`src/rtl/cave_automaton_step_assert.svh`:
```
// Assertion macros for the cave automaton step block.
// Used by the top level; expects signals clk and rst_n in scope.
`ifndef CAVE_AUTOMATON_STEP_ASSERT_SVH
`define CAVE_AUTOMATON_STEP_ASSERT_SVH

// Check a consequence in the same cycle as its trigger
`define CAVE_ASSERT_SAME(label, ante, cons, msg) \
  label: assert property (@(posedge clk) disable iff (!rst_n) (ante) |-> (cons)) \
    else $error(msg);

// Check a consequence in the cycle after its trigger
`define CAVE_ASSERT_NEXT(label, ante, cons, msg) \
  label: assert property (@(posedge clk) disable iff (!rst_n) (ante) |=> (cons)) \
    else $error(msg);

`endif

```
`src/rtl/cave_pkg.sv`:
```
// Shared types and constants for the cave automaton step block.
// No dependencies; used by the queue, front, back and top-level files of the block.
package cave_pkg;

  // Size limits of the line stores and frame
  localparam int CAVE_MAX_WIDTH  = 1024;
  localparam int CAVE_MAX_HEIGHT = 1024;

  // Register field widths
  localparam int SIZE_W     = 11;
  localparam int THR_W      = 4;
  localparam int CFG_IDX_W  = 2;
  localparam int CFG_DATA_W = 11;
  localparam int CNT_W      = 4;

  // Queue between front and back
  localparam int FIFO_DEPTH = 4;

  // Register indexes
  typedef enum logic [CFG_IDX_W-1:0] {
    REG_FRAME_WIDTH  = 2'd0,
    REG_FRAME_HEIGHT = 2'd1,
    REG_SURVIVE      = 2'd2,
    REG_BIRTH        = 2'd3
  } cave_reg_t;

  // Reset values of the registers
  localparam logic [SIZE_W-1:0] RST_FRAME_WIDTH  = 11'd64;
  localparam logic [SIZE_W-1:0] RST_FRAME_HEIGHT = 11'd64;
  localparam logic [THR_W-1:0]  RST_SURVIVE      = 4'd4;
  localparam logic [THR_W-1:0]  RST_BIRTH        = 4'd5;

  typedef struct packed {
    logic [SIZE_W-1:0] frame_width;
    logic [SIZE_W-1:0] frame_height;
    logic [THR_W-1:0]  survive_threshold;
    logic [THR_W-1:0]  birth_threshold;
  } cave_cfg_t;

  // One classified column: cells bottom to top are col[2:0] = {cur, mid, top}
  typedef struct packed {
    logic [2:0] col;
    logic       first;
    logic       emit;
    logic       last;
    logic       restart;
  } cave_col_t;

  // Queue fill status seen by the front
  typedef struct packed {
    logic room_one;
    logic room_two;
  } cave_fifo_stat_t;

endpackage

```
`src/rtl/cave_in_if.sv`:
```
// Input channel of the cave automaton step block: one cell or drain item.
// Standalone interface, no dependencies.
interface cave_in_if;
  logic valid;
  logic ready;
  logic kind;
  logic cell_in;

  modport source (output valid, output kind, output cell_in, input ready);
  modport sink   (input valid, input kind, input cell_in, output ready);
endinterface

```
`src/rtl/cave_out_if.sv`:
```
// Result channel of the cave automaton step block: one next-generation cell.
// Standalone interface, no dependencies.
interface cave_out_if;
  logic valid;
  logic ready;
  logic cell_out;
  logic last_out;

  modport source (output valid, output cell_out, output last_out, input ready);
  modport sink   (input valid, input cell_out, input last_out, output ready);
endinterface

```
`src/rtl/cave_fifo.sv`:
```
// Short queue of classified columns between front and back.
// Depends on cave_pkg.
module cave_fifo (
  input  logic                       clk,
  input  logic                       rst_n,
  input  logic                       push,
  input  cave_pkg::cave_col_t        push_data,
  input  logic                       pop,
  output logic                       head_valid,
  output cave_pkg::cave_col_t        head,
  output cave_pkg::cave_fifo_stat_t  stat
);
  localparam int PTR_W = $clog2(cave_pkg::FIFO_DEPTH);
  localparam int LVL_W = $clog2(cave_pkg::FIFO_DEPTH + 1);

  cave_pkg::cave_col_t entry_r [cave_pkg::FIFO_DEPTH];
  logic [PTR_W-1:0] wr_ptr_r, rd_ptr_r;
  logic [LVL_W-1:0] level_r, level_nxt;

  // Store pushed entries
  always_ff @(posedge clk) begin
    if (push) begin
      entry_r[wr_ptr_r] <= push_data;
    end
  end

  // Advance pointers and level
  always_comb begin
    level_nxt = level_r;
    if (push && !pop) begin
      level_nxt = level_r + LVL_W'(1);
    end else if (!push && pop) begin
      level_nxt = level_r - LVL_W'(1);
    end
  end

  always_ff @(posedge clk) begin
    if (!rst_n) begin
      wr_ptr_r <= '0;
      rd_ptr_r <= '0;
      level_r  <= '0;
    end else begin
      if (push) wr_ptr_r <= wr_ptr_r + PTR_W'(1);
      if (pop)  rd_ptr_r <= rd_ptr_r + PTR_W'(1);
      level_r <= level_nxt;
    end
  end

  assign head_valid    = (level_r != '0);
  assign head          = entry_r[rd_ptr_r];
  assign stat.room_one = (level_r < LVL_W'(cave_pkg::FIFO_DEPTH));
  assign stat.room_two = (level_r < LVL_W'(cave_pkg::FIFO_DEPTH - 1));
endmodule

```
`src/rtl/cave_front.sv`:
```
// Front of the cave automaton step: accepts items, tracks raster position,
// keeps the two line stores and builds one classified column per item. Uses cave_pkg.
module cave_front #(
  parameter int MAX_WIDTH  = cave_pkg::CAVE_MAX_WIDTH,
  parameter int MAX_HEIGHT = cave_pkg::CAVE_MAX_HEIGHT
) (
  input  logic                      clk,
  input  logic                      rst_n,
  cave_in_if.sink                   in_s,
  input  cave_pkg::cave_cfg_t       cfg,
  input  cave_pkg::cave_fifo_stat_t fifo_stat,
  output logic                      push_valid,
  output cave_pkg::cave_col_t       push_data
);
  localparam int COL_W  = $clog2(MAX_WIDTH);
  localparam int WSZ_W  = $clog2(MAX_WIDTH + 1);
  localparam int ROW_W  = $clog2(MAX_HEIGHT + 2);
  localparam int WCMP_W = (WSZ_W > cave_pkg::SIZE_W) ? WSZ_W : cave_pkg::SIZE_W;
  localparam int HCMP_W = (ROW_W > cave_pkg::SIZE_W) ? ROW_W : cave_pkg::SIZE_W;

  // Position of the next input item
  logic [COL_W-1:0] col_r, col_nxt;
  logic [ROW_W-1:0] row_r, row_nxt;

  // Clearing pass after reset
  logic             clr_busy_r;
  logic [COL_W-1:0] clr_addr_r;

  // Second stage: line store data comes back
  logic             b_valid_r;
  logic [COL_W-1:0] b_addr_r;
  logic             b_cur_r, b_mtop_r, b_mmid_r;
  logic             b_first_r, b_emit_r, b_last_r, b_restart_r;

  logic [1:0]       line_mem [MAX_WIDTH];
  logic [1:0]       rd_r;

  logic [WSZ_W-1:0] w_eff;
  logic [ROW_W-1:0] h_eff, h_p1;
  logic             accept, at_start, cur, emit, last, restart;
  logic             top_b, mid_b;
  logic             wr_en;
  logic [COL_W-1:0] wr_addr;
  logic [1:0]       wr_data;

  // Clamp frame size to the supported range
  always_comb begin
    if (cfg.frame_width == '0) begin
      w_eff = WSZ_W'(1);
    end else if (WCMP_W'(cfg.frame_width) > WCMP_W'(MAX_WIDTH)) begin
      w_eff = WSZ_W'(MAX_WIDTH);
    end else begin
      w_eff = WSZ_W'(cfg.frame_width);
    end
    if (cfg.frame_height == '0) begin
      h_eff = ROW_W'(1);
    end else if (HCMP_W'(cfg.frame_height) > HCMP_W'(MAX_HEIGHT)) begin
      h_eff = ROW_W'(MAX_HEIGHT);
    end else begin
      h_eff = ROW_W'(cfg.frame_height);
    end
    h_p1 = h_eff + ROW_W'(1);
  end

  // Classify the item at the current position
  always_comb begin
    accept   = in_s.valid && in_s.ready;
    at_start = (col_r == '0);
    cur      = !in_s.kind && (row_r < h_eff) && in_s.cell_in;
    if (at_start) begin
      emit = (row_r > ROW_W'(1)) && (row_r <= h_p1);
    end else begin
      emit = (row_r != '0) && (row_r <= h_eff);
    end
    last    = at_start && (row_r == h_p1);
    restart = at_start && (row_r > h_eff);
  end

  // Advance the raster position
  always_comb begin
    col_nxt = col_r;
    row_nxt = row_r;
    if (accept) begin
      if (restart) begin
        col_nxt = '0;
        row_nxt = '0;
      end else if (WSZ_W'(col_r) >= w_eff - WSZ_W'(1)) begin
        col_nxt = '0;
        row_nxt = row_r + ROW_W'(1);
      end else begin
        col_nxt = col_r + COL_W'(1);
      end
    end
  end

  assign in_s.ready = !clr_busy_r && (b_valid_r ? fifo_stat.room_two : fifo_stat.room_one);

  always_ff @(posedge clk) begin
    if (!rst_n) begin
      col_r      <= '0;
      row_r      <= '0;
      b_valid_r  <= 1'b0;
      clr_busy_r <= 1'b1;
      clr_addr_r <= '0;
    end else begin
      col_r     <= col_nxt;
      row_r     <= row_nxt;
      b_valid_r <= accept;
      if (clr_busy_r) begin
        if (clr_addr_r == COL_W'(MAX_WIDTH - 1)) begin
          clr_busy_r <= 1'b0;
        end
        clr_addr_r <= clr_addr_r + COL_W'(1);
      end
    end
  end

  // Hold item details for the second stage
  always_ff @(posedge clk) begin
    if (accept) begin
      b_addr_r    <= col_r;
      b_cur_r     <= cur;
      b_mtop_r    <= (row_r > ROW_W'(1));
      b_mmid_r    <= (row_r != '0);
      b_first_r   <= at_start;
      b_emit_r    <= emit;
      b_last_r    <= last;
      b_restart_r <= restart;
    end
  end

  // Mask rows above the frame top and shift the column down one line
  assign top_b   = b_mtop_r & rd_r[1];
  assign mid_b   = b_mmid_r & rd_r[0];
  assign wr_en   = clr_busy_r || b_valid_r;
  assign wr_addr = clr_busy_r ? clr_addr_r : b_addr_r;
  assign wr_data = clr_busy_r ? 2'b00 : {mid_b, b_cur_r};

  // Line stores: bit 1 two rows up, bit 0 one row up
  always_ff @(posedge clk) begin
    if (wr_en) begin
      line_mem[wr_addr] <= wr_data;
    end
  end

  // Read with write-through for a same-address write in this cycle
  always_ff @(posedge clk) begin
    if (accept) begin
      if (wr_en && (wr_addr == col_r)) begin
        rd_r <= wr_data;
      end else begin
        rd_r <= line_mem[col_r];
      end
    end
  end

  assign push_valid        = b_valid_r;
  assign push_data.col     = {b_cur_r, mid_b, top_b};
  assign push_data.first   = b_first_r;
  assign push_data.emit    = b_emit_r;
  assign push_data.last    = b_last_r;
  assign push_data.restart = b_restart_r;
endmodule

```
`src/rtl/cave_back.sv`:
```
// Back of the cave automaton step: slides the 3x3 window, applies the
// survive/birth rule and holds the result register. Uses cave_pkg.
module cave_back (
  input  logic                clk,
  input  logic                rst_n,
  input  logic                head_valid,
  input  cave_pkg::cave_col_t head,
  input  cave_pkg::cave_cfg_t cfg,
  output logic                pop,
  cave_out_if.source          out_s
);
  logic [8:0] window_r, window_nxt;
  logic [8:0] shifted;
  logic [cave_pkg::CNT_W-1:0] n_live;
  logic       alive;
  logic       out_valid_r, cell_r, last_r;

  // Slide the window and count the eight neighbours
  always_comb begin
    shifted = {3'b000, window_r[8:3]};
    if (!head.first) begin
      shifted[8:6] = head.col;
    end
    n_live = '0;
    for (int i = 0; i < 9; i++) begin
      if (i != 4) begin
        n_live = n_live + cave_pkg::CNT_W'(shifted[i]);
      end
    end
    if (shifted[4]) begin
      alive = (n_live >= cfg.survive_threshold);
    end else begin
      alive = (n_live >= cfg.birth_threshold);
    end
    if (head.first) begin
      window_nxt = head.restart ? 9'd0 : {head.col, 6'd0};
    end else begin
      window_nxt = shifted;
    end
  end

  // Take the head when it needs no output slot or the slot frees up
  assign pop = head_valid && (!head.emit || !out_valid_r || out_s.ready);

  always_ff @(posedge clk) begin
    if (!rst_n) begin
      window_r    <= '0;
      out_valid_r <= 1'b0;
    end else begin
      if (pop) begin
        window_r <= window_nxt;
      end
      if (pop && head.emit) begin
        out_valid_r <= 1'b1;
      end else if (out_s.ready) begin
        out_valid_r <= 1'b0;
      end
    end
  end

  // Load the result register
  always_ff @(posedge clk) begin
    if (pop && head.emit) begin
      cell_r <= alive;
      last_r <= head.last;
    end
  end

  assign out_s.valid    = out_valid_r;
  assign out_s.cell_out = cell_r;
  assign out_s.last_out = last_r;
endmodule

```
`src/rtl/cave_automaton_step.sv`:
```
// One generation of the cave cellular automaton over a raster-ordered frame.
// After reset every line store entry is cleared, during which
// in_s.ready stays low; configuration writes are taken throughout. Then one
// cell is accepted per cycle and one result is given per cycle while the queue
// has room and out_s is ready; the line store reads one entry and writes one
// entry per item. A result passes the front's second stage, the column queue
// and the result register on its way to out_s. Results lag the frame by
// frame_width + 1 items: send that many drain items after the last cell to
// flush the frame. last_out marks the frame's final cell.
module cave_automaton_step #(
  parameter int MAX_WIDTH  = cave_pkg::CAVE_MAX_WIDTH,
  parameter int MAX_HEIGHT = cave_pkg::CAVE_MAX_HEIGHT
) (
  input  logic                            clk,
  input  logic                            rst_n,
  cave_in_if.sink                         in_s,
  cave_out_if.source                      out_s,
  input  logic                            cfg_we,
  input  logic [cave_pkg::CFG_IDX_W-1:0]  cfg_addr,
  input  logic [cave_pkg::CFG_DATA_W-1:0] cfg_wdata
);
  `include "cave_automaton_step_assert.svh"

  cave_pkg::cave_cfg_t       cfg_r, cfg_nxt;
  cave_pkg::cave_fifo_stat_t fifo_stat;
  cave_pkg::cave_col_t       push_data, head;
  logic                      push_valid, head_valid, pop;

  // Register writes
  always_comb begin
    cfg_nxt = cfg_r;
    if (cfg_we) begin
      case (cave_pkg::cave_reg_t'(cfg_addr))
        cave_pkg::REG_FRAME_WIDTH:  cfg_nxt.frame_width  = cfg_wdata;
        cave_pkg::REG_FRAME_HEIGHT: cfg_nxt.frame_height = cfg_wdata;
        cave_pkg::REG_SURVIVE:
          cfg_nxt.survive_threshold = cfg_wdata[cave_pkg::THR_W-1:0];
        cave_pkg::REG_BIRTH:
          cfg_nxt.birth_threshold = cfg_wdata[cave_pkg::THR_W-1:0];
        default: ;
      endcase
    end
  end

  always_ff @(posedge clk) begin
    if (!rst_n) begin
      cfg_r.frame_width       <= cave_pkg::RST_FRAME_WIDTH;
      cfg_r.frame_height      <= cave_pkg::RST_FRAME_HEIGHT;
      cfg_r.survive_threshold <= cave_pkg::RST_SURVIVE;
      cfg_r.birth_threshold   <= cave_pkg::RST_BIRTH;
    end else begin
      cfg_r <= cfg_nxt;
    end
  end

  cave_front #(
    .MAX_WIDTH  (MAX_WIDTH),
    .MAX_HEIGHT (MAX_HEIGHT)
  ) u_front (
    .clk        (clk),
    .rst_n      (rst_n),
    .in_s       (in_s),
    .cfg        (cfg_r),
    .fifo_stat  (fifo_stat),
    .push_valid (push_valid),
    .push_data  (push_data)
  );

  cave_fifo u_fifo (
    .clk        (clk),
    .rst_n      (rst_n),
    .push       (push_valid),
    .push_data  (push_data),
    .pop        (pop),
    .head_valid (head_valid),
    .head       (head),
    .stat       (fifo_stat)
  );

  cave_back u_back (
    .clk        (clk),
    .rst_n      (rst_n),
    .head_valid (head_valid),
    .head       (head),
    .cfg        (cfg_r),
    .pop        (pop),
    .out_s      (out_s)
  );

  // Every accepted item reaches the queue in the next cycle
  `CAVE_ASSERT_NEXT(a_accept_push, in_s.valid && in_s.ready, push_valid, "accepted item not queued")
  // The queue never takes an entry while full unless it pops in the same cycle
  `CAVE_ASSERT_SAME(a_no_overflow, push_valid && !pop, fifo_stat.room_one, "column queue overflow")
  // A result is never loaded over one that is still waiting
  `CAVE_ASSERT_SAME(a_no_overwrite, out_s.valid && !out_s.ready, !(pop && head.emit), "pending result overwritten")
endmodule

```
`src/flat_wrapper.sv`:
```
// flat-port wrapper written by rule: the top's interface ports become plain ports
module cave_automaton_step_flat 
#(
  parameter int MAX_WIDTH  = cave_pkg::CAVE_MAX_WIDTH,
  parameter int MAX_HEIGHT = cave_pkg::CAVE_MAX_HEIGHT
)
  (clk, rst_n, cfg_we, cfg_addr, cfg_wdata, in_s_valid, in_s_kind, in_s_cell_in, in_s_ready, out_s_valid, out_s_cell_out, out_s_last_out, out_s_ready);
  cave_in_if in_s_i ();
  cave_out_if out_s_i ();
  input  logic clk;
  input  logic rst_n;
  input  logic cfg_we;
  input  logic [cave_pkg::CFG_IDX_W-1:0] cfg_addr;
  input  logic [cave_pkg::CFG_DATA_W-1:0] cfg_wdata;
  input wire logic [$bits(in_s_i.valid)-1:0] in_s_valid;
  input wire logic [$bits(in_s_i.kind)-1:0] in_s_kind;
  input wire logic [$bits(in_s_i.cell_in)-1:0] in_s_cell_in;
  output wire logic [$bits(in_s_i.ready)-1:0] in_s_ready;
  output wire logic [$bits(out_s_i.valid)-1:0] out_s_valid;
  output wire logic [$bits(out_s_i.cell_out)-1:0] out_s_cell_out;
  output wire logic [$bits(out_s_i.last_out)-1:0] out_s_last_out;
  input wire logic [$bits(out_s_i.ready)-1:0] out_s_ready;
  assign in_s_i.valid = in_s_valid;
  assign in_s_i.kind = in_s_kind;
  assign in_s_i.cell_in = in_s_cell_in;
  assign in_s_ready = in_s_i.ready;
  assign out_s_valid = out_s_i.valid;
  assign out_s_cell_out = out_s_i.cell_out;
  assign out_s_last_out = out_s_i.last_out;
  assign out_s_i.ready = out_s_ready;
  cave_automaton_step #(.MAX_WIDTH(MAX_WIDTH), .MAX_HEIGHT(MAX_HEIGHT)) u_core (.clk(clk), .rst_n(rst_n), .in_s(in_s_i), .out_s(out_s_i), .cfg_we(cfg_we), .cfg_addr(cfg_addr), .cfg_wdata(cfg_wdata));
endmodule
```
`config.mk`:
```
export PLATFORM = sky130hd
export DESIGN_NAME = cave_automaton_step_flat
export DESIGN_NICKNAME = d
export VERILOG_FILES = /design/src/rtl/cave_pkg.sv /design/src/rtl/cave_in_if.sv /design/src/rtl/cave_out_if.sv /design/src/rtl/cave_fifo.sv /design/src/rtl/cave_front.sv /design/src/rtl/cave_back.sv /design/src/rtl/cave_automaton_step.sv /design/src/flat_wrapper.sv
export VERILOG_INCLUDE_DIRS = /design/src /design/src/rtl
export SDC_FILE = /design/constraint.sdc
export NUM_CORES = 2
export LEC_CHECK = 0
export ABC_AREA = 1
export ABC_CLOCK_PERIOD_IN_PS = 46400
export BUFFER_PORTS_ARGS = -buffer_cell sky130_fd_sc_hd__buf_2
export CORE_MARGIN = 2
export CORE_UTILIZATION = 35
export DETAILED_ROUTE_END_ITERATION = 8
export GPL_TIMING_DRIVEN = 1
export PLACE_DENSITY_LB_ADDON = 0.1
export REMOVE_ABC_BUFFERS = 1
export SKIP_LAST_GASP = 1
export SYNTH_ARGS = -nofsm -noshare
export SYNTH_HDL_FRONTEND = slang
export SYNTH_SLANG_ARGS = --single-unit
```
`constraint.sdc`:
```
create_clock -name clk -period 46.4 [get_ports clk]
set_input_delay 13.92 -clock clk [delete_from_list [all_inputs] [get_ports clk]]
set_output_delay 13.92 -clock clk [all_outputs]
set_load 0.005 [all_outputs]
```
==> run_results.csv <==
group,metric,value,unit
synth,synthCells,9534,
routing,routed_via_density,5.143,
clocking,cts_num_sinks,2176,
clocking,cts_max_level,4,
die,die_x,527.4,µm
clocking,cts_tree,"yes",
layout,nNetsFinal,9413,
die,die-area,0.2782,mm²
clocking,clk_path_buf_depth,4,
clocking,clk_pin_slew_worst_paths,0.06,ns
timing,tns,0,ns
timing,rsz0062_at_grt,"false",
global_route,grt_use_total,22.41,%
job,maxCapViolations,0,
timing,max_slew_margin,17.72,%
power,ir_drop,32.55,µV
die,core,0.2731,mm²
routing,drt-initial-drc-count,5949,
die,start_util,35.11,%
worst_setup_path,endpoint_kind,"output port",
layout,final_cell_mix,"2417 x nor2_1, 2097 x edfxtp_1, 1933 x nand2_1",
place,place_congestion,0.7912,
layout,instances_no_fill,13120,
clocking,cts-hold-fix-buffers,0,
layout,register_area,0.06456,mm²
routing,vias,67450,
synth,syn_area_per_cell,10.06,µm²
clocking,root_buffer,"clkbuf_16",
routing,highest_layer,"met4",
timing,tightest_slew,1.230,ns
power,cellLeakagePower,35.13,nW
timing,setup-violations-final,0,
routing,dr_wl_met2,151100,µm
worst_setup_path,crit_required,32.48,ns
synth,yosys_warnings,0,
global_route,gr-total-overflow,0,
layout,syn_to_final_growth,11.43,%
layout,drive_above_1_share,6.280,%
die,die_h,527.4,µm
routing,wl_per_cell,24.13,µm
routing,met1Wirelength,140900,µm
clocking,clock_latency,0.90,ns
clocking,numCtsBuffers,245,
synth,synth_seq_cells,2176,
synth,synth_edf_count,2097,
routing,drt-pass1-iter-count,6,
layout,multi_input_area,0.02680,mm²
timing,hold_viol,0,
place,dpl.hpwl,168500,µm
layout,fillers,27000,
run_status,status,"completed",
timing,period_share,33.86,%
global_route,grt_max_degree,209,
timing,max_freq,63.64,MHz
worst_setup_path,crit_chain,"nand3_1 -> nand3_1 -> inv_1 -> buf_2",
worst_setup_path,worst-endpoint-arrival,1.79,ns
worst_setup_path,worstPathMaxFanout,8,
synth,synth.distinct_cells,45,
power,p_total,0.004087,W
timing,min_period,15.71,ns
worst_setup_path,max_stage_delay,0.49,ns
routing,drcViolationCount,0,
power,power_density,38.25,mW/mm²
global_route,grt_pass1_vias,67690,
synth,ys_seq_area_share,67.31,%
routing,dr_wl_met3,16330,µm
global_route,antenna_found_initial,17,
place,dpl.cell_count,12670,
clocking,cts_resized,0,
worst_setup_path,worst_setup_path_start_kind,"register",
worst_setup_path,critPathKind,"reg -> out",
worst_setup_path,cpMostUsedCell,"nand3_1",
synth,synthArstFlopShare,0,%
layout,layout_commonest_cell,"nor2_1",
routing,ant_nets,0,
die,rows,192,
routing,wl,316600,µm
hold_path,hold_path.class,"reg -> reg",
timing,skew,0.04554,ns
synth,synthFlopType,"edfxtp_1",
worst_setup_path,slowest_stage,"dfxtp_1",
global_route,grt_pass1_wl,459300,µm
synth,syn_area,0.09590,mm²
clocking,post_cts_buffers,0,
timing,slew_violations,0,
place,io_buffers,23,
die,pin_count,24,
-- routing by layer --
metal  global-route usage (%)  up-vias
met5                        0        -
met2                    38.09     1632
met3                    2.934      379
met4                    5.846        0
li1                         -    31520
met1                    30.10    33930
-- final cells by class --
cell class,instances,area share [%]
Sequential cell,2176,60.42
Multi-Input combinational cell,6191,25.08
Clock buffer,324,6.242
Tap cell,3589,4.202
Inverter,529,1.884
Timing Repair Buffer,189,1.379
Clock inverter,114,0.7845
Antenna cell,4,0.009367
-- state kept, by name (all words and copies together) (netlist names), 2 cells and up, named ones only --
register	cells
u_core.u_front.row_r	11
u_core.u_front.col_r	10
u_core.cfg_r	30
u_core.u_front.b_addr_r	10
u_core.u_fifo.entry_r	28
u_core.u_front.rd_r	2
u_core.u_fifo.level_r	3
u_core.u_front.line_mem	2048
u_core.u_fifo.wr_ptr_r	2
u_core.u_front.clr_addr_r	10
u_core.u_back.window_r	6
u_core.u_fifo.rd_ptr_r	2
-- cell usage after synthesis, types with 6 or more instances --
cell type  count  area (µm²)
buf_2        249        1246
o22ai_1       31       193.9
xnor2_1        6       52.55
o21ai_1       86       430.4
nand2_1     1957        7346
inv_1        514        1929
inv_2         12       45.04
edfxtp_1    2097       62970
dfxtp_1       79        1582
a21oi_1      116       580.6
buf_4         24       180.2
nor4_1        10       62.56
nand3b_1      11       82.58
nand3_1      552        2763
nor3_1        22       110.1
clkbuf_1     310        1164
o211ai_1      93       698.2
o21ai_0      737        3689
or2_2         13       81.33
ha_1          56       700.7
buf_1         52       195.2
nor2_1      2427        9110
xor2_1        23       201.4
nand4_1       15       93.84
-- per-stage QoR --
stage	setup WS [ns]	util, %	area, µm²	hold slack, ns
floorplan	-10.44	-	93080	0.4347
global placement	30.63	36.37	99340	0.4536
detailed placement	30.64	36.37	99340	0.4639
CTS	30.58	39.12	106800	0.4786
global route	30.55	39.12	106900	0.4998
finish	30.69	39.12	106900	0.4771
-- power by group --
group	switching, W	internal (W)
clock network	0.000799	0.00106
logic	0.0000647	0.0000318
registers	0.00000658	0.00213
-- worst max-delay path: cells and delay by family, from the launching register on --
| family | cells | cell delay, ns |
|---|---|---|
| simple gates | 2 | 0.23 |
| buf+inv | 2 | 0.18 |
| flops | 1 | 0.49 |
-- final timing paths --
path	from	endpoint	slack (ns)	cells past startpoint
worst min register to register	u_core.u_fifo.rd_ptr_r[0]$_SDFFE_PN0P_	register	0.48	1
worst max register to register	u_core.u_front.col_r[0]$_SDFFE_PN0P_	u_core.u_front.rd_r[1]$_DFFE_PP_	40.34	20
worst max-delay path	u_core.u_front.push_valid$_SDFF_PN0_	in_s_ready	30.69	4
worst min-delay path	u_core.u_fifo.rd_ptr_r[0]$_SDFFE_PN0P_	register	0.48	1
-- logic make-up (layout without fill, tap and decap cells) --
family	Yosys count	in the layout	share of synthesized area (%)
AO/OA/AOI/OAI	1082	1082	5.985
other	0	4	0
buffers and inverters	1167	1156	5.010
adder cells (fa/ha/maj)	61	61	0.8350
AND/OR/NAND/NOR	5019	5019	20.59
flip-flops	2176	2176	67.31
XOR/XNOR	29	29	0.2649
(Power assumes the default switching activity.)
